--- src/rtl/rlh_pkg.sv ---
// shared constants and types for the running lcm hyperperiod block
package rlh_pkg;

  localparam int PERIOD_BITS  = 32;
  localparam int IN_BITS      = 32;
  localparam int HP_BITS      = 63;
  localparam int DIV_CNT_BITS = $clog2(HP_BITS);
  localparam int MUL_CNT_BITS = $clog2(PERIOD_BITS);
  localparam int GCD_K_BITS   = $clog2(PERIOD_BITS);

  typedef logic [PERIOD_BITS-1:0] period_t;
  typedef logic [HP_BITS-1:0]     multiple_t;

  typedef enum logic [2:0] {
    ST_IDLE,
    ST_CHECK,
    ST_MOD,
    ST_GCD,
    ST_QUO,
    ST_MUL,
    ST_FIN
  } state_t;

endpackage

--- src/rtl/rlh_if.sv ---
// valid/ready channel interfaces for task periods and hyperperiod results
interface rlh_in_if;
  import rlh_pkg::*;

  logic               valid;
  logic               ready;
  logic [IN_BITS-1:0] period;
  logic               last_task;

  modport source (output valid, output period, output last_task, input ready);
  modport sink   (input valid, input period, input last_task, output ready);
endinterface

interface rlh_out_if;
  import rlh_pkg::*;

  logic               valid;
  logic               ready;
  logic [HP_BITS-1:0] hyperperiod;
  logic               overflow;

  modport source (output valid, output hyperperiod, output overflow, input ready);
  modport sink   (input valid, input hyperperiod, input overflow, output ready);
endinterface

--- src/rtl/rlh_div.sv ---
// restoring divider, one quotient bit per cycle, shared for mod and quotient
module rlh_div (
  input  logic               clk,
  input  logic               rst,
  input  logic               start,
  input  rlh_pkg::multiple_t dividend,
  input  rlh_pkg::period_t   divisor,
  output logic               done,
  output rlh_pkg::multiple_t quotient,
  output rlh_pkg::period_t   remainder
);
  import rlh_pkg::*;

  multiple_t               shreg;
  period_t                 rem;
  period_t                 dvs;
  logic [DIV_CNT_BITS-1:0] count;
  logic                    busy;
  logic [PERIOD_BITS:0]    trial;
  logic [PERIOD_BITS:0]    diff;
  logic                    fits;

  // dividend bits leave at the top, quotient bits enter at the bottom
  always_comb begin
    trial = {rem, shreg[HP_BITS-1]};
    fits  = trial >= {1'b0, dvs};
    diff  = trial - {1'b0, dvs};
  end

  always_ff @(posedge clk) begin
    if (rst) begin
      busy <= 1'b0;
      done <= 1'b0;
    end else begin
      done <= 1'b0;
      if (start) begin
        busy  <= 1'b1;
        shreg <= dividend;
        dvs   <= divisor;
        rem   <= '0;
        count <= DIV_CNT_BITS'(HP_BITS - 1);
      end else if (busy) begin
        shreg <= {shreg[HP_BITS-2:0], fits};
        rem   <= fits ? diff[PERIOD_BITS-1:0] : trial[PERIOD_BITS-1:0];
        count <= count - 1'b1;
        if (count == '0) begin
          busy <= 1'b0;
          done <= 1'b1;
        end
      end
    end
  end

  assign quotient  = shreg;
  assign remainder = rem;

endmodule

--- src/rtl/rlh_gcd.sv ---
// binary gcd, one shift or subtract-and-shift per cycle
module rlh_gcd (
  input  logic             clk,
  input  logic             rst,
  input  logic             start,
  input  rlh_pkg::period_t a,
  input  rlh_pkg::period_t b,
  output logic             done,
  output rlh_pkg::period_t g
);
  import rlh_pkg::*;

  period_t               u;
  period_t               v;
  logic [GCD_K_BITS-1:0] k;
  logic                  busy;

  always_ff @(posedge clk) begin
    if (rst) begin
      busy <= 1'b0;
      done <= 1'b0;
    end else begin
      done <= 1'b0;
      if (start) begin
        busy <= 1'b1;
        u    <= a;
        v    <= b;
        k    <= '0;
      end else if (busy) begin
        if (u == '0 || v == '0) begin
          g    <= period_t'((u | v) << k);
          busy <= 1'b0;
          done <= 1'b1;
        end else if (!u[0] && !v[0]) begin
          // common factor of two
          u <= u >> 1;
          v <= v >> 1;
          k <= k + 1'b1;
        end else if (!u[0]) begin
          u <= u >> 1;
        end else if (!v[0]) begin
          v <= v >> 1;
        end else if (u >= v) begin
          u <= (u - v) >> 1;
        end else begin
          v <= (v - u) >> 1;
        end
      end
    end
  end

endmodule

--- src/rtl/rlh_mul.sv ---
// shift-add multiplier, one multiplier bit per cycle msb first, with overflow stop
module rlh_mul (
  input  logic               clk,
  input  logic               rst,
  input  logic               start,
  input  rlh_pkg::multiple_t mcand,
  input  rlh_pkg::period_t   mplier,
  output logic               done,
  output logic               ovf,
  output rlh_pkg::multiple_t product
);
  import rlh_pkg::*;

  multiple_t               acc;
  multiple_t               mc;
  period_t                 mq;
  logic [MUL_CNT_BITS-1:0] count;
  logic                    busy;
  logic [HP_BITS+1:0]      sum;

  // acc only grows, so any carry past bit 62 means the final product is too big
  always_comb begin
    sum = {1'b0, acc, 1'b0} + (mq[PERIOD_BITS-1] ? {2'b00, mc} : '0);
  end

  always_ff @(posedge clk) begin
    if (rst) begin
      busy <= 1'b0;
      done <= 1'b0;
      ovf  <= 1'b0;
    end else begin
      done <= 1'b0;
      if (start) begin
        busy  <= 1'b1;
        ovf   <= 1'b0;
        acc   <= '0;
        mc    <= mcand;
        mq    <= mplier;
        count <= MUL_CNT_BITS'(PERIOD_BITS - 1);
      end else if (busy) begin
        mq    <= mq << 1;
        count <= count - 1'b1;
        if (sum[HP_BITS+1:HP_BITS] != 2'b00) begin
          ovf  <= 1'b1;
          busy <= 1'b0;
          done <= 1'b1;
        end else begin
          acc <= sum[HP_BITS-1:0];
          if (count == '0) begin
            busy <= 1'b0;
            done <= 1'b1;
          end
        end
      end
    end
  end

  assign product = acc;

endmodule

--- src/rtl/running_lcm_hyperperiod.sv ---
// top level: running lcm of task periods, hyperperiod per set
//
//  channel   dir  handshake      payload
//  periods   in   valid/ready    period[31:0], last_task
//  result    out  valid/ready    hyperperiod[62:0], overflow
//
// each word is accepted in ST_IDLE and checked in ST_CHECK; a first period, a zero
// period or a word after overflow then goes straight to ST_FIN
// otherwise: r mod p on the shared serial divider, binary gcd of p and the
// remainder, p/g on the same divider, shift-add multiply and the ST_FIN state;
// the divider's one-bit-per-cycle loop over the 63-bit running value sets the
// worst case per word
// synchronous reset clears the state, the running value, the overflow flag and
// the result valid flag; a held result does not stop the next word from being
// accepted, only the finish of a later last word waits for the result slot
module running_lcm_hyperperiod (
  input logic            clk,
  input logic            rst,
  rlh_in_if.sink         periods,
  rlh_out_if.source      result
);
  import rlh_pkg::*;

  state_t    state;
  state_t    state_next;

  // current word
  period_t   p_q;
  logic      last_q;

  // set state
  multiple_t running;
  multiple_t running_next;
  logic      ovf_seen;
  logic      ovf_seen_next;

  // result register
  logic      out_valid;
  multiple_t out_hp;
  logic      out_ovf;
  logic      out_load;

  // unit hookup
  logic      div_start;
  multiple_t div_dividend;
  period_t   div_divisor;
  logic      div_done;
  multiple_t div_quo;
  period_t   div_rem;

  logic      gcd_start;
  logic      gcd_done;
  period_t   gcd_g;

  logic      mul_start;
  logic      mul_done;
  logic      mul_ovf;
  multiple_t mul_prod;

  rlh_div u_div (
    .clk       (clk),
    .rst       (rst),
    .start     (div_start),
    .dividend  (div_dividend),
    .divisor   (div_divisor),
    .done      (div_done),
    .quotient  (div_quo),
    .remainder (div_rem)
  );

  rlh_gcd u_gcd (
    .clk   (clk),
    .rst   (rst),
    .start (gcd_start),
    .a     (p_q),
    .b     (div_rem),
    .done  (gcd_done),
    .g     (gcd_g)
  );

  rlh_mul u_mul (
    .clk     (clk),
    .rst     (rst),
    .start   (mul_start),
    .mcand   (running),
    .mplier  (div_quo[PERIOD_BITS-1:0]),
    .done    (mul_done),
    .ovf     (mul_ovf),
    .product (mul_prod)
  );

  assign periods.ready = (state == ST_IDLE);

  // word capture, bits above PERIOD_BITS dropped
  always_ff @(posedge clk) begin
    if (periods.valid && periods.ready) begin
      p_q    <= PERIOD_BITS'(periods.period);
      last_q <= periods.last_task;
    end
  end

  always_ff @(posedge clk) begin
    if (rst) begin
      state    <= ST_IDLE;
      running  <= '0;
      ovf_seen <= 1'b0;
    end else begin
      state    <= state_next;
      running  <= running_next;
      ovf_seen <= ovf_seen_next;
    end
  end

  always_comb begin
    state_next    = state;
    running_next  = running;
    ovf_seen_next = ovf_seen;
    div_start     = 1'b0;
    gcd_start     = 1'b0;
    mul_start     = 1'b0;
    out_load      = 1'b0;
    // second divider pass: p / gcd
    div_dividend  = multiple_t'(p_q);
    div_divisor   = gcd_g;
    case (state)
      ST_IDLE: begin
        if (periods.valid) begin
          state_next = ST_CHECK;
        end
      end
      ST_CHECK: begin
        div_dividend = running;
        div_divisor  = p_q;
        if (ovf_seen || p_q == '0) begin
          // word ignored
          state_next = ST_FIN;
        end else if (running == '0) begin
          // first usable period of the set
          running_next = multiple_t'(p_q);
          state_next   = ST_FIN;
        end else begin
          div_start  = 1'b1;
          state_next = ST_MOD;
        end
      end
      ST_MOD: begin
        if (div_done) begin
          gcd_start  = 1'b1;
          state_next = ST_GCD;
        end
      end
      ST_GCD: begin
        if (gcd_done) begin
          div_start  = 1'b1;
          state_next = ST_QUO;
        end
      end
      ST_QUO: begin
        if (div_done) begin
          mul_start  = 1'b1;
          state_next = ST_MUL;
        end
      end
      ST_MUL: begin
        if (mul_done) begin
          if (mul_ovf) begin
            ovf_seen_next = 1'b1;
            running_next  = '0;
          end else begin
            running_next = mul_prod;
          end
          state_next = ST_FIN;
        end
      end
      ST_FIN: begin
        if (!last_q) begin
          state_next = ST_IDLE;
        end else if (!out_valid || result.ready) begin
          // hand off the hyperperiod and start a fresh set
          out_load      = 1'b1;
          running_next  = '0;
          ovf_seen_next = 1'b0;
          state_next    = ST_IDLE;
        end
      end
      default: begin
        state_next = ST_IDLE;
      end
    endcase
  end

  // result register, running is already zero after an overflow
  always_ff @(posedge clk) begin
    if (rst) begin
      out_valid <= 1'b0;
    end else if (out_load) begin
      out_valid <= 1'b1;
    end else if (result.ready) begin
      out_valid <= 1'b0;
    end
  end

  always_ff @(posedge clk) begin
    if (out_load) begin
      out_hp  <= running;
      out_ovf <= ovf_seen;
    end
  end

  assign result.valid       = out_valid;
  assign result.hyperperiod = out_hp;
  assign result.overflow    = out_ovf;

endmodule

--- src/flat_wrapper.sv ---
// flat-port wrapper written by rule: the top's interface ports become plain ports
module running_lcm_hyperperiod_flat import rlh_pkg::*;
  (clk, rst, periods_valid, periods_period, periods_last_task, periods_ready, result_valid, result_hyperperiod, result_overflow, result_ready);
  rlh_in_if periods_i ();
  rlh_out_if result_i ();
  input logic clk;
  input logic rst;
  input wire logic [$bits(periods_i.valid)-1:0] periods_valid;
  input wire logic [$bits(periods_i.period)-1:0] periods_period;
  input wire logic [$bits(periods_i.last_task)-1:0] periods_last_task;
  output wire logic [$bits(periods_i.ready)-1:0] periods_ready;
  output wire logic [$bits(result_i.valid)-1:0] result_valid;
  output wire logic [$bits(result_i.hyperperiod)-1:0] result_hyperperiod;
  output wire logic [$bits(result_i.overflow)-1:0] result_overflow;
  input wire logic [$bits(result_i.ready)-1:0] result_ready;
  assign periods_i.valid = periods_valid;
  assign periods_i.period = periods_period;
  assign periods_i.last_task = periods_last_task;
  assign periods_ready = periods_i.ready;
  assign result_valid = result_i.valid;
  assign result_hyperperiod = result_i.hyperperiod;
  assign result_overflow = result_i.overflow;
  assign result_i.ready = result_ready;
  running_lcm_hyperperiod u_core (.clk(clk), .rst(rst), .periods(periods_i), .result(result_i));
endmodule
--- config.mk ---
export PLATFORM = sky130hd
export DESIGN_NAME = running_lcm_hyperperiod_flat
export DESIGN_NICKNAME = d
export VERILOG_FILES = /design/src/rtl/rlh_pkg.sv /design/src/rtl/rlh_if.sv /design/src/rtl/rlh_div.sv /design/src/rtl/rlh_gcd.sv /design/src/rtl/rlh_mul.sv /design/src/rtl/running_lcm_hyperperiod.sv /design/src/flat_wrapper.sv
export SDC_FILE = /design/constraint.sdc
export NUM_CORES = 1
export LEC_CHECK = 0
export ABC_AREA = 0
export BUFFER_PORTS_ARGS = -buffer_cell sky130_fd_sc_hd__buf_2
export CORE_UTILIZATION = 30
export DETAILED_ROUTE_END_ITERATION = 8
export PLACE_DENSITY_LB_ADDON = 0.12
export SYNTH_ARGS = -nofsm -noshare
export SYNTH_HDL_FRONTEND = slang
export SYNTH_SLANG_ARGS = --single-unit
--- constraint.sdc ---
create_clock -name clk -period 14.47 [get_ports clk]
set_clock_uncertainty 0.2 [all_clocks]
set_input_delay 2.894 -clock clk [delete_from_list [all_inputs] [get_ports clk]]
set_output_delay 2.894 -clock clk [all_outputs]
set_load 0.02 [all_outputs]
==> results of run 1 <==
## Yosys cell counts, types with 6 or more instances
cell type	number	area share
edfxtp_1	494	0.44
nor2_1	374	0.042
nand2_1	355	0.040
a21oi_1	260	0.039
ha_1	194	0.072
inv_1	165	0.018
o21ai_0	164	0.024
clkbuf_1	157	0.018
xnor2_1	106	0.028
and2_1	88	0.016
a221oi_1	80	0.021
dfxtp_1	75	0.045
nand3_1	74	0.011
nor3_1	74	0.011
nor4_1	65	0.012
mux2i_1	58	0.017
a21o_1	51	0.011
mux2_2	44	0.015
nand4_1	44	0.0082
xor2_1	41	0.011
o21bai_1	37	0.0083
a211oi_1	35	0.0078
nor2b_1	29	0.0054
a31oi_1	28	0.0052
mux4_2	26	0.017
nand2b_1	24	0.0045
buf_2	19	0.0028
o21a_1	18	0.0040
o31ai_1	17	0.0038
and3_1	13	0.0024
o22ai_1	13	0.0024
buf_1	10	0.0011
o21ai_1	10	0.0015
a211o_1	9	0.0023
o211ai_1	9	0.0020
o31a_1	9	0.0023
a41oi_1	6	0.0016
## cell families after synthesis
logic type,Yosys count,share of synthesized area
muxes,128,0.0495
and+or+nand+nor,1170,0.159
adders and majority gates,198,0.0747
AOI/OAI and AO/OA,795,0.151
xor gates and xnor gates,147,0.0383
DFF,569,0.486
buffers and inverters,355,0.0405
## report_power, final
part	switching, mW	leakage [nW]	total (mW)	internal, mW
combinational	1.03	7.98	1.61	0.584
clock	0.775	1.22	1.93	1.15
sequential	0.247	5.21	2.39	2.14
total	2.05	14.4	5.93	3.88
## per-layer routing
metal | part of all wire | wire length [um] | track usage | vias to the layer above
met5 | 0 | 0 | 0 | -
met3 | 0.042 | 5050 | 0.0264 | 154
met1 | 0.49 | 57800 | 0.304 | 12800
met2 | 0.44 | 52200 | 0.320 | 605
met4 | 0.033 | 3930 | 0.0707 | 0
li1 | - | - | - | 12400
## flip-flops by register name, summed over array words and instances, names as in the netlist, 5 cells and up
register / count
u_core.u_mul.mq: 32
u_core.u_gcd.v: 32
u_core.p_q: 32
u_core.result.hyperperiod: 63
u_core.u_gcd.k: 5
u_core.u_div.dvs: 32
u_core.running: 63
u_core.u_div.quotient: 63
u_core.u_div.remainder: 32
u_core.u_div.count: 6
u_core.u_mul.count: 5
u_core.u_mul.mc: 63
u_core.u_gcd.g: 32
u_core.u_mul.product: 63
u_core.u_gcd.u: 32
## worst max path at each step
stage / startpoint / to / slack, ns / cells past startpoint
finish: u_core.u_mul.mq[31]$_DFFE_PP_ / u_core.u_mul.product[9]$_SDFFCE_PP0P_ / 8.81 / 12
global route: u_core.u_mul.mq[31]$_DFFE_PP_ / u_core.u_mul.product[9]$_SDFFCE_PP0P_ / 8.40 / 12
CTS: u_core.u_mul.mq[31]$_DFFE_PP_ / u_core.u_mul.product[9]$_SDFFCE_PP0P_ / 8.79 / 11
detailed placement: rst / u_core.u_gcd.v[8]$_DFFE_PP_ / 8.49 / 7
global placement: rst / u_core.u_gcd.v[10]$_DFFE_PP_ / 8.51 / 7
floorplan: rst / u_core.u_div.count[0]$_SDFFCE_PP0P_ / 5.99 / 4
## final cells by class
class,instances,area [um^2]
flip-flops and latches,569,16300
clock inverters,43,524
diodes,1,2.50
well taps,1488,1860
repair buffers,152,888
fillers,11400,72600
clock buffers,93,1970
inverters,168,631
multi-input cells,2438,16000
## worst max-delay path, cell delays in order, from the launching register on
cell and delay, ns:
edfxtp_1 0.85, and2_1 0.39, ha_1 0.25, fa_1 0.45, a21o_1 0.22, a221oi_2 0.38
o21ai_0 0.26, o211ai_1 0.28, a21oi_1 0.23, a21o_1 0.25, a31oi_1 0.51, nor3_1 0.13
a221o_4 0.80
==> results.txt, run 1 <==
Data on the critical path arrives at its endpoint at 5.70 ns. After detailed placement, the total cell area comes to 35700 um^2. The number of antenna violations at the first check in global routing is 7.

At the later pin of the worst-skew pair, clock insertion delay measures 0.66 ns. The average cell area after synthesis came out at 9.99 um^2. The count of routing violations after the opening detailed-route iteration is 2046. The worst slack at placement came out at 8.49 ns. The post-synth net total came out at 3597. The worst slew slack as a fraction of its limit is 0.236. The floorplan step defined a die boundary enclosing 113000 um^2. Gates resized during post-CTS repair numbered 0. The number of stages on the worst hold path came out at 2. The max-slew violation count came out at 0.

The number of buffers inserted during clock tree synthesis is 74. Summed over all layers, the global routing overflow is 0. The library cell used most frequently in the layout, excluding fill and tap cells, is edfxtp_1. In the global route stage, overall resource usage came out at 0.210. The placer's final routability congestion estimate came out at 0.907. Entering global routing, the biggest net connects 90 pins. Synthesis instantiated 82 different standard cells from the library. Setup repair after global routing left no endpoint under its margin. The residual DRC count came out at 0. For the pin with the worst max-slew slack, the measured transition is 1.15 ns. The number of placed instances with taps included came out at 4815. Synthesis handed over a netlist of 3362 instances. For hold timing, the worst endpoint is u_core.u_div.busy$_SDFF_PP0_. The total power per unit cell area is 155 nW/um^2. Final hold analysis gives a worst-case slack of 0.290 ns.

The routed layout has 25900 vias. The area growth from synthesis to final layout is 13.8%. The wire length of the first global-routing pass is 176000 um.

The starting density of the core is 0.303. The core area is 111000 um^2. In this run the worst hold path is classified as reg -> reg. The register bit count reported by yosys came out at 569. The least setup slack across all paths after layout is 8.81 ns. TritonCTS built the clock tree.

Detailed placement finished with a half-perimeter wire length of 84900 um. The minimum period implied by the final worst setup slack is 5.66 ns. The final standard cell count with taps included and fillers excluded is 4952. The logic depth of the worst register-to-register path came out at 12.

The cell area that synthesis handed to floorplanning was 33600 um^2. The aggregate routed wire length is 119000 um. The die span in x is 337 um.

The final-layout setup total negative slack is 0 ns. The net count reported at finish came out at 3638. The capture point of the worst reg-to-reg path is u_core.u_mul.product[9]$_SDFFCE_PP0P_. The worst register-to-register path has a setup slack of 8.81 ns. The highest clock rate is 0.177 GHz. The total count of hold-check failures in the final report came to 0. The buffer depth of the longest clock path is 3. The part of the cycle the worst path needs is 0.391. After synthesis, the share of flip-flops with an asynchronous set or reset is 0. The routed length per instance came out at 24.0 um.

The number of port buffers came out at 102. The leakage dissipation is 14.4 nW. In the synthesized netlist the dominant register cell turns out to be edfxtp_1. The part of the Yosys area used for sequential elements is 0.486.

The count of antenna-violating nets left after detailed routing is 0. After routing the design area is 38200 um^2. The count of clock tree sinks came out at 569.

The critical-path maximum fanout came out at 63. The launching element type of the critical path is a register. The count of max-cap constraint violations came out at 0. The data required time at the worst endpoint is 14.51 ns. The clock-pin slew on the worst setup and hold paths is 0.06 ns. The ratio of routed vias to standard cells came out at 5.24.

The count of boundary I/O pins came out at 103. The share of the core filled with cells is 0.345. The H-tree generated during clock tree synthesis spans 3 levels. Setup violations remaining at the end of the flow were counted as 0.

The library cells used most frequently in the layout, excluding fill and tap cells, are 494 x edfxtp_1, 367 x nor2_1, 354 x nand2_1. The post-route total power is 5.93 mW. The hold buffer count at CTS is 0. STA classifies the critical path endpoint as a register. The site row count came out at 122. The tree is rooted in a clkbuf_16. The total number of yosys warnings is 0.

The number of global-route vias before repair is 25700. The die is 337 um tall. The buffer count from post-CTS setup fixing is 0. The run finished with clean final reports. The worst hold path begins at u_core.u_div.busy$_SDFF_PP0_. Before antenna repair, the detailed router went through 6 iterations.

The critical path start-end classification is reg -> reg. The worst register-to-register path begins at u_core.u_mul.mq[31]$_DFFE_PP_. In the final layout, the share of cells above drive strength 1 is 0.109.

The number of synthesized flops with an enable pin is 494. IR analysis of the VDD net gives a maximum drop of 133 uV.
Power figures use the tool's default switching activity.
==> run 2: changes to the inputs <==
Settings changed: ABC_AREA 0 to 1.
Clock period 14.47 ns to 5.5 ns, I/O delays scaled along.
==> run 2 against run 1 <==
Net effect: setup slack lost 7.3 ns; utilization shrank 0.11 points; sequential share of layout area shrank 2.5 points; global-route usage grew 1.2 points; critical path depth grew 9; synthesized cell count grew 34%; synthesized area grew 6.4%; sequential cell count is the same; clock-buffer cell count grew 1; hold slack lost 0.0092 ns; die area grew 6.3%; power grew to 2.7 times the previous value; critical endpoint is now u_core.u_mul.product[53]$_SDFFCE_PP0P_; largest cell class is now multi-input combinational cells; largest power group unchanged.
==> results.txt, run 2 <==
The hold buffer count at CTS came out at 0 (unchanged). The delay contributed by the slowest stage of the critical path was 0.51 ns (-0.34 ns). The data required time at the worst endpoint is 5.58 ns (-8.93 ns).

The aggregate routed wire length is 135000 um (+13%). The critical path in this run is classified as reg -> reg. nand2_1 is the most common cell in the netlist. The part of the cycle the worst path needs is 0.727 (+0.335). The area growth from synthesis to final layout came out at 13.7%.

The number of library cell types mapped by synthesis came out at 58 (-29%). The count of antenna-violating nets left after detailed routing is 0 (unchanged). The number of synthesized flops with an enable pin is 494 (unchanged).

The final design area excluding fillers came out at 40600 um^2 (+6.2%). The share of async-settable or async-resettable flops after synthesis is 0 (unchanged). The wire length of the first global-routing pass is 200000 um (+13%). The latest clock arrival within the worst-skew pair is 0.66 ns (about the same). The switching power of the nets came out at 5.89 mW (+190%). The core area came to 118000 um^2 (+6.6%). The worst slack on hold paths is 0.281 ns (-0.00916 ns). The number of H-tree levels is 3 (unchanged). Setup repair after global routing left no endpoint under its margin. The ratio of cells with drive above 1 in the final layout was 0.0806 (-0.0285).

The count of max-cap constraint violations is 0 (unchanged). The total count of hold-check failures in the final report is 0 (unchanged). The power share of the sequential group is 0.408 (+0.005).

The count of mapped cells out of synthesis came out at 4497 (+34%). The internal power is 10.1 mW (+160%). The register bit count reported by yosys is 569 (unchanged). The startpoint of the worst register-to-register path is u_core.u_mul.mq[31]$_DFFE_PP_. The fraction of power consumed by the clock network was 0.325 (about the same). The max-slew violation count came out at 0 (unchanged). The power share of the combinational group is 0.267 (-0.005). The count of clock tree sinks is 569 (unchanged). For this run, the leading register cell type out of synthesis is edfxtp_1.

Leaving out fill and tap cells, the most frequent cell in the layout is nand2_1. The data arrival time at the worst-slack endpoint came to 4.08 ns (-1.62 ns). Among cell families on the critical path, the largest total delay comes from simple AND/OR/NAND/NOR gates. The total power per unit cell area was 393 nW/um^2 (+150%). The total congestion overflow is 0 (unchanged). The placer's final routability congestion estimate came out at 0.950 (+4.7%). The buffer depth of the longest clock path came out at 3 (unchanged). The worst slew slack as a fraction of its limit came to 0.264 (+0.0282). The routed length per instance was 21.8 um (-9.2%).

The ratio of routed vias to standard cells came out at 4.97 (-5.2%). The worst hold path class is reg -> reg. The die area came out at 120000 um^2 (+6.3%). The number of placed instances with taps included came out at 6039 (+25%). Counting instances in the post-synthesis netlist gives the leading cell types as 1015 x nand2_1, 646 x inv_1, 498 x o21ai_0, 494 x edfxtp_1, 459 x nor2_1. The net count reported at finish came to 4814 (+32%).

The post-synth net total is 4732 (+32%). The via count is 30700 (+18%). The final standard cell count with taps included and fillers excluded was 6176 (+25%). The average cell area after synthesis is 7.94 um^2 (-20%). In the layout the commonest cells are 1014 x nand2_1, 644 x inv_1, 497 x o21ai_0. The switching fraction of total power is 0.369 (+0.0233).

The residual DRC count is 0 (unchanged). The count of routing violations after the opening detailed-route iteration is 2298 (+12%). The post-cts sizing count is 0 (unchanged). The largest vdd supply drop is 233 uV (+75%). By area the synthesized netlist is led by edfxtp_1 42%, nand2_1 11%, o21ai_0 7.0%. In this run the clock root is driven by a clkbuf_16.

The total number of yosys warnings was 0 (unchanged). The final HPWL from detailed placement came out at 105000 um (+23%). For this design, the slowest cell found on the critical path is edfxtp_1. The critical-path maximum fanout came out at 63 (unchanged). The slew at the pin with the worst max-slew slack is 1.09 ns (-0.0539 ns). The most critical setup path has its startpoint at u_core.u_mul.mq[31]$_DFFE_PP_. The part of the Yosys area used for sequential elements was 0.457 (-0.0291). The number of search-and-repair iterations in the first detailed-routing pass came to 6 (unchanged). The area of the mapped netlist came out at 35700 um^2 (+6.4%). The site row count is 126 (+3.3%). The clock-pin slew on the worst setup and hold paths came out at 0.06 ns (about the same).

The leakage dissipation is 17.2 nW (+20%). The number of antenna violations at the first check in global routing came out at 2 (-5). The startpoint identified for the worst hold timing path is u_core.running[45]$_SDFFE_PP0P_. The number of buffers inserted during clock tree synthesis is 74 (unchanged). The highest clock rate was 0.250 GHz (+42%).

The buffering stage count on the worst path with inverters included came to 4 (+4). The cell area reported after detailed placement came out at 38000 um^2 (+6.4%). The count of boundary I/O pins came out at 103 (unchanged).

TritonCTS built the clock tree. The run finished with clean final reports. The starting density of the core was 0.302 (-0.000532).

The buffer count from post-CTS setup fixing came out at 0 (unchanged). The vertical die dimension is 347 um (+3.1%). STA classifies the critical path startpoint as a register. The combined global-route utilization of all metal layers came out at 0.221 (+0.0118). The final-layout setup total negative slack was 0 ns (unchanged). The die span in x is 347 um (+3.1%). The number of port buffers is 102 (unchanged). Traced cell by cell, the critical path runs through buf_4 > nand2_1 > inv_1 > ha_1 > fa_1 > nand2_1 > nor2_1 > nand2_1 > nand3_1 > nand2_1 > nand2_1 > nand2_1 > nand2_1 > nand2_1 > nand3_1 > nand2_1 > nand2_1 > inv_1 > nand2_1 > nand2_2 > buf_12. The cell with the most instances on the worst path is nand2_1. The minimum period implied by the final worst setup slack came out at 4.00 ns (-1.67 ns). Of all cell types, the one taking the most synthesized area is edfxtp_1. The maximum number of pins on one net before global-route repair came out at 99 (+10%). The worst setup path is captured at a register. The number of global-route vias before repair is 30600 (+19%). The top-area cell type share of the netlist area came out at 0.415 (-0.0264). The setup-violating endpoint count in the final report was 0 (unchanged).
## run 2: changes by cell type in the layout (fill, tap and decap cells not counted), moves of 34 or more
cell / change
nand2_1: +660
inv_1: +479
o21ai_0: +333
a21oi_1: +99
nand3_1: +88
and2_1: -86
nor2_1: +84
xnor2_1: -83
a221oi_1: -80
mux2_2: -44
nor4_1: -42
mux2i_1: -35
a211oi_1: -34
## run 2: worst paths after layout
path                                             endpoint  cells after the start  slack [ns]
hold reg to reg   u_core.result.hyperperiod[45]$_DFFE_PP_                      0        0.28
setup reg to reg   u_core.u_mul.product[53]$_SDFFCE_PP0P_                     21        1.50
setup / recovery   u_core.u_mul.product[53]$_SDFFCE_PP0P_                     21        1.50
hold / removal    u_core.result.hyperperiod[45]$_DFFE_PP_                      0        0.28
## run 2: cells by family after synthesis
family | count (synthesis) | share of synthesized area
AOI/OAI and AO/OA | 995 | 0.149
muxes | 23 | 0.00645
xor gates and xnor gates | 73 | 0.0179
and+or+nand+nor | 1833 | 0.212
DFF | 569 | 0.457
adders and majority gates | 198 | 0.0702
buffers and inverters | 806 | 0.0872
## run 2: final cells by class
| type | count | area (um^2) |
|---|---|---|
| repair buffers | 145 | 858 |
| diodes | 1 | 2.50 |
| clock inverters | 42 | 544 |
| fillers | 12600 | 77500 |
| multi-input cells | 3122 | 16400 |
| clock buffers | 94 | 2040 |
| flip-flops and latches | 569 | 16300 |
| inverters | 667 | 2510 |
| well taps | 1536 | 1920 |
## run 2: layer usage
metal	wire length, um	vias to the layer above	track usage
met5	0	-	0
met4	4290	0	0.0703
met3	4750	181	0.0225
met2	63700	683	0.375
met1	62100	14700	0.295
li1	-	15100	-
## run 2: worst register-to-register path: cells and delay by family, from the launching register on
kind | cells | cell delay, ns
AND/OR/NAND/NOR | 15 | 1.43
buffers and inverters | 4 | 0.72
flip-flops | 1 | 0.51
adder cells (fa/ha/maj) | 2 | 0.63
## run 2: power by group through the flow
stage	clock, mW	combinational, mW	sequential, mW
after global routing	5.47	4.81	6.59
after detailed placement	0	4.28	6.61
after global placement	0	4.28	6.62
final	5.19	4.27	6.51
after CTS	5.32	4.31	6.53
after floorplan	0	2.97	6.15
## run 2: per-stage QoR
step / worst slack [ns] / utilization / power, mW
finish: 1.50 / 0.344 / 16.0
global route: 1.17 / 0.344 / 16.9
global placement: 1.48 / 0.322 / 10.9
CTS: 1.48 / 0.344 / 16.2
floorplan: 0.0876 / - / 9.12
detailed placement: 1.52 / 0.322 / 10.9
==> run 3: changes to the inputs <==
Clock period 5.5 ns to 3.5 ns, I/O delays scaled along.
==> run 3 against run 2 <==
Net effect: clock-buffer cell count fell by 6; final area rose by 5.2%; hold slack got worse by 0.24 ns; sequential cell count did not move; combinational power rose by 67%; power rose by 56%; die area did not move; clock power rose by 46%; setup slack got worse by 1.4 ns; critical endpoint is now u_core.u_div.remainder[25]$_SDFFCE_PP0P_; register-to-register slack got worse by 1.4 ns; utilization rose by 1.8 points.
==> results.txt, run 3 (synthesis results as in run 2) <==
The count of clock tree sinks came to 569 (unchanged). The clock-pin slew on the worst setup and hold paths is 0.05 ns (about the same). The worst setup path is captured at a register. The power share of the combinational group is 0.287 (+0.020). The post-route total power came out at 24.9 mW (+56%).

The share of the core filled with cells came out at 0.362 (+0.0180). The met2 wire length came to 66500 um (+4.5%). The number of H-tree levels came to 3 (unchanged). For hold timing, the worst endpoint is u_core.p_q[2]$_DFFE_PP_. The cell with the most instances on the worst path is nor2_1. The latest clock arrival within the worst-skew pair is 0.67 ns (about the same). The ratio of routed vias to standard cells was 4.96 (-0.12%). The sequential cell area came out at 16300 um^2 (about the same). The routed length per instance came out at 22.2 um (+1.7%). The buffer depth of the longest clock path came out at 3 (unchanged).

The net count reported at finish was 5040 (+4.7%). The delay contributed by the slowest stage of the critical path came out at 0.89 ns (+0.38 ns). The count of max-cap constraint violations came out at 0 (unchanged). The post-route met1 wirelength was 65200 um (+5.0%). The combined global-route utilization of all metal layers is 0.232 (+0.0102). The count of boundary I/O pins is 103 (unchanged). In this run the critical register-to-register path is launched from u_core.p_q[27]$_DFFE_PP_. The largest vdd supply drop was 374 uV (+61%). The part of the cycle the worst path needs was 0.973 (+0.247).

The final design area excluding fillers was 42700 um^2 (+5.2%). The data arrival time at the worst-slack endpoint is 3.58 ns (-0.50 ns). The total power per unit cell area came out at 583 nW/um^2 (+48%). The setup-violating endpoint count in the final report came out at 0 (unchanged).

The starting density of the core came out at 0.302 (unchanged). The maximum number of pins on one net before global-route repair is 95 (-4.0%). The minimum period implied by the final worst setup slack is 3.41 ns (-0.590 ns). The tightest min-delay check is of the in -> reg type. The endpoint identified for the worst register-to-register timing path is u_core.u_div.remainder[25]$_SDFFCE_PP0P_. For this design, the slowest cell found on the critical path is nor4_1. The number of antenna violations at the first check in global routing is 9 (+7). The wire length of the first global-routing pass is 207000 um (+3.5%). The total count of hold-check failures in the final report is 0 (unchanged).

The count of routing violations after the opening detailed-route iteration is 2428 (+5.7%). The leakage dissipation was 18.4 nW (+6.4%). The area growth from synthesis to final layout came out at 19.6%. The die area is 120000 um^2 (unchanged). The placer's final routability congestion estimate came to 0.939 (-1.2%). Walking the worst path, the cells encountered are nor4_1 > nand3_1 > nor2_1 > nor2_1 > nand3_2 > nand2_4 > inv_2 > o21ai_4 > buf_12. In this run the clock root is driven by a clkbuf_16.

The kind of cell with the highest combined delay along the critical path is simple AND/OR/NAND/NOR gates. The number of stages on the worst hold path is 1 (+1). The critical path start-end classification is reg -> reg.

The startpoint identified for the worst hold timing path is periods_period[2]. The area of the multi-input gates is 16700 um^2 (+1.8%). The number of search-and-repair iterations in the first detailed-routing pass is 5 (-1).

The number of placed instances with taps included came out at 6232 (+3.2%). The top cell types in the final layout, fill and taps aside, are 1002 x nand2_1, 644 x inv_1, 494 x edfxtp_1. The internal power came out at 15.6 mW (+55%). The worst setup path is launched from a register. The most common cell after layout, fill and taps aside is nand2_1. The logic depth of the worst register-to-register path was 9 (-57%). The routed length on met3 came out at 5690 um (+20%). The total congestion overflow is 0 (unchanged). The slew at the pin with the worst max-slew slack came out at 1.02 ns (-0.0690 ns).

The worst slew slack as a fraction of its limit is 0.312 (+0.0474). The highest routed metal layer is met4. The critical-path maximum fanout is 48 (-24%). The flow ran to the end, and the final reports show no timing, DRC or antenna violations.

The data required time at the worst endpoint came out at 3.67 ns (-1.91 ns). The ratio of cells with drive above 1 in the final layout is 0.130 (+0.0498). The switching fraction of total power is 0.375 (+0.00540). The final-layout setup total negative slack is 0 ns (unchanged).

The max-slew violation count came out at 0 (unchanged). The number of buffers inserted during clock tree synthesis is 73 (-1.4%). The core area is 118000 um^2 (unchanged). The cell area reported after detailed placement is 39700 um^2 (+4.4%). The vertical die dimension is 347 um (unchanged). The via count is 31700 (+3.5%). The highest clock rate came to 0.294 GHz (+17%). The buffering stage count on the worst path with inverters included is 2 (-2). The site row count was 126 (unchanged).

The final HPWL from detailed placement is 112000 um (+7.1%). The count of antenna-violating nets left after detailed routing came to 0 (unchanged). The residual DRC count is 0 (unchanged).

The switching power of the nets was 9.33 mW (+58%). The final standard cell count with taps included and fillers excluded came out at 6400 (+3.6%). The fraction of power consumed by the clock network came out at 0.304 (-0.021). The number of fill cells in the layout came out at 12500 (-0.84%). The aggregate routed wire length is 142000 um (+5.4%).

The number of global-route vias before repair is 31100 (+1.6%). The power share of the sequential group came out at 0.409 (about the same). The CTS tree is built.

Setup repair after global routing left no endpoint under its margin. The setup slack on the worst flop-to-flop path came out at 0.09 ns (-1.41 ns). The number of port buffers was 102 (unchanged). The die span in x came to 347 um (unchanged).
==> run 3: timing repair <==
item / in CTS / in global routing
resized for setup: 5 / 82
endpoints found under the hold margin: 28 / 0
buffers inserted: 1 / 1
hold buffers: 28 / 0
setup endpoints to repair: 246 / 108
pin swaps: 1 / 7
cloned: 0 / 4
==> run 3: area by class of cell <==
class / count / share of cell area
timing repair buffer: 372 / 0.0682
inverter: 667 / 0.0588
clock buffer: 88 / 0.0453
clock inverter: 45 / 0.0101
sequential: 569 / 0.382
tap: 1536 / 0.0450
multi-input combinational: 3122 / 0.390
antenna: 1 / 0.0000586
==> run 3: worst max path at each step <==
stage | startpoint | cells after the start | endpoint | slack [ns]
2_1_floorplan | u_core.state[1]$_SDFFE_PP0P_ | 9 | u_core.u_div.count[0]$_SDFFCE_PP0P_ | 0.02
3_3_place_gp | u_core.p_q[7]$_DFFE_PP_ | 9 | u_core.u_div.remainder[19]$_SDFFCE_PP0P_ | -0.19
3_5_place_dp | u_core.p_q[7]$_DFFE_PP_ | 11 | u_core.u_div.remainder[22]$_SDFFCE_PP0P_ | -0.19
4_1_cts | u_core.u_mul.mq[31]$_DFFE_PP_ | 16 | u_core.u_mul.product[5]$_SDFFCE_PP0P_ | 0.01
5_1_grt | u_core.u_mul.mq[31]$_DFFE_PP_ | 18 | u_core.u_mul.product[59]$_SDFFCE_PP0P_ | 0.003
6_report | u_core.p_q[27]$_DFFE_PP_ | 9 | u_core.u_div.remainder[25]$_SDFFCE_PP0P_ | 0.09
==> run 3: per-stage QoR <==
stage | setup slack (ns) | hold WS (ns)
floorplan | 0.0166 | 0.235
global placement | -0.195 | 0.284
detailed placement | -0.194 | 0.277
CTS | 0.0117 | 0.000858
global route | 0.00298 | 0.0161
finish | 0.0929 | 0.0429
==> run 3: power by group through the flow <==
stage | clock [mW] | combinational [mW] | sequential (mW)
2_1_floorplan | 0 | 4.70 | 9.65
3_3_place_gp | 0 | 7.13 | 10.3
3_5_place_dp | 0 | 7.17 | 10.3
4_1_cts | 7.78 | 7.23 | 10.2
5_1_grt | 8.01 | 8.06 | 10.3
6_report | 7.58 | 7.15 | 10.2
==> run 3: routing by layer <==
| layer | up-vias | global-route usage |
|---|---|---|
| met5 | - | 0 |
| met4 | 0 | 0.0730 |
| met3 | 179 | 0.0245 |
| met2 | 768 | 0.384 |
| met1 | 15300 | 0.315 |
| li1 | 15500 | - |
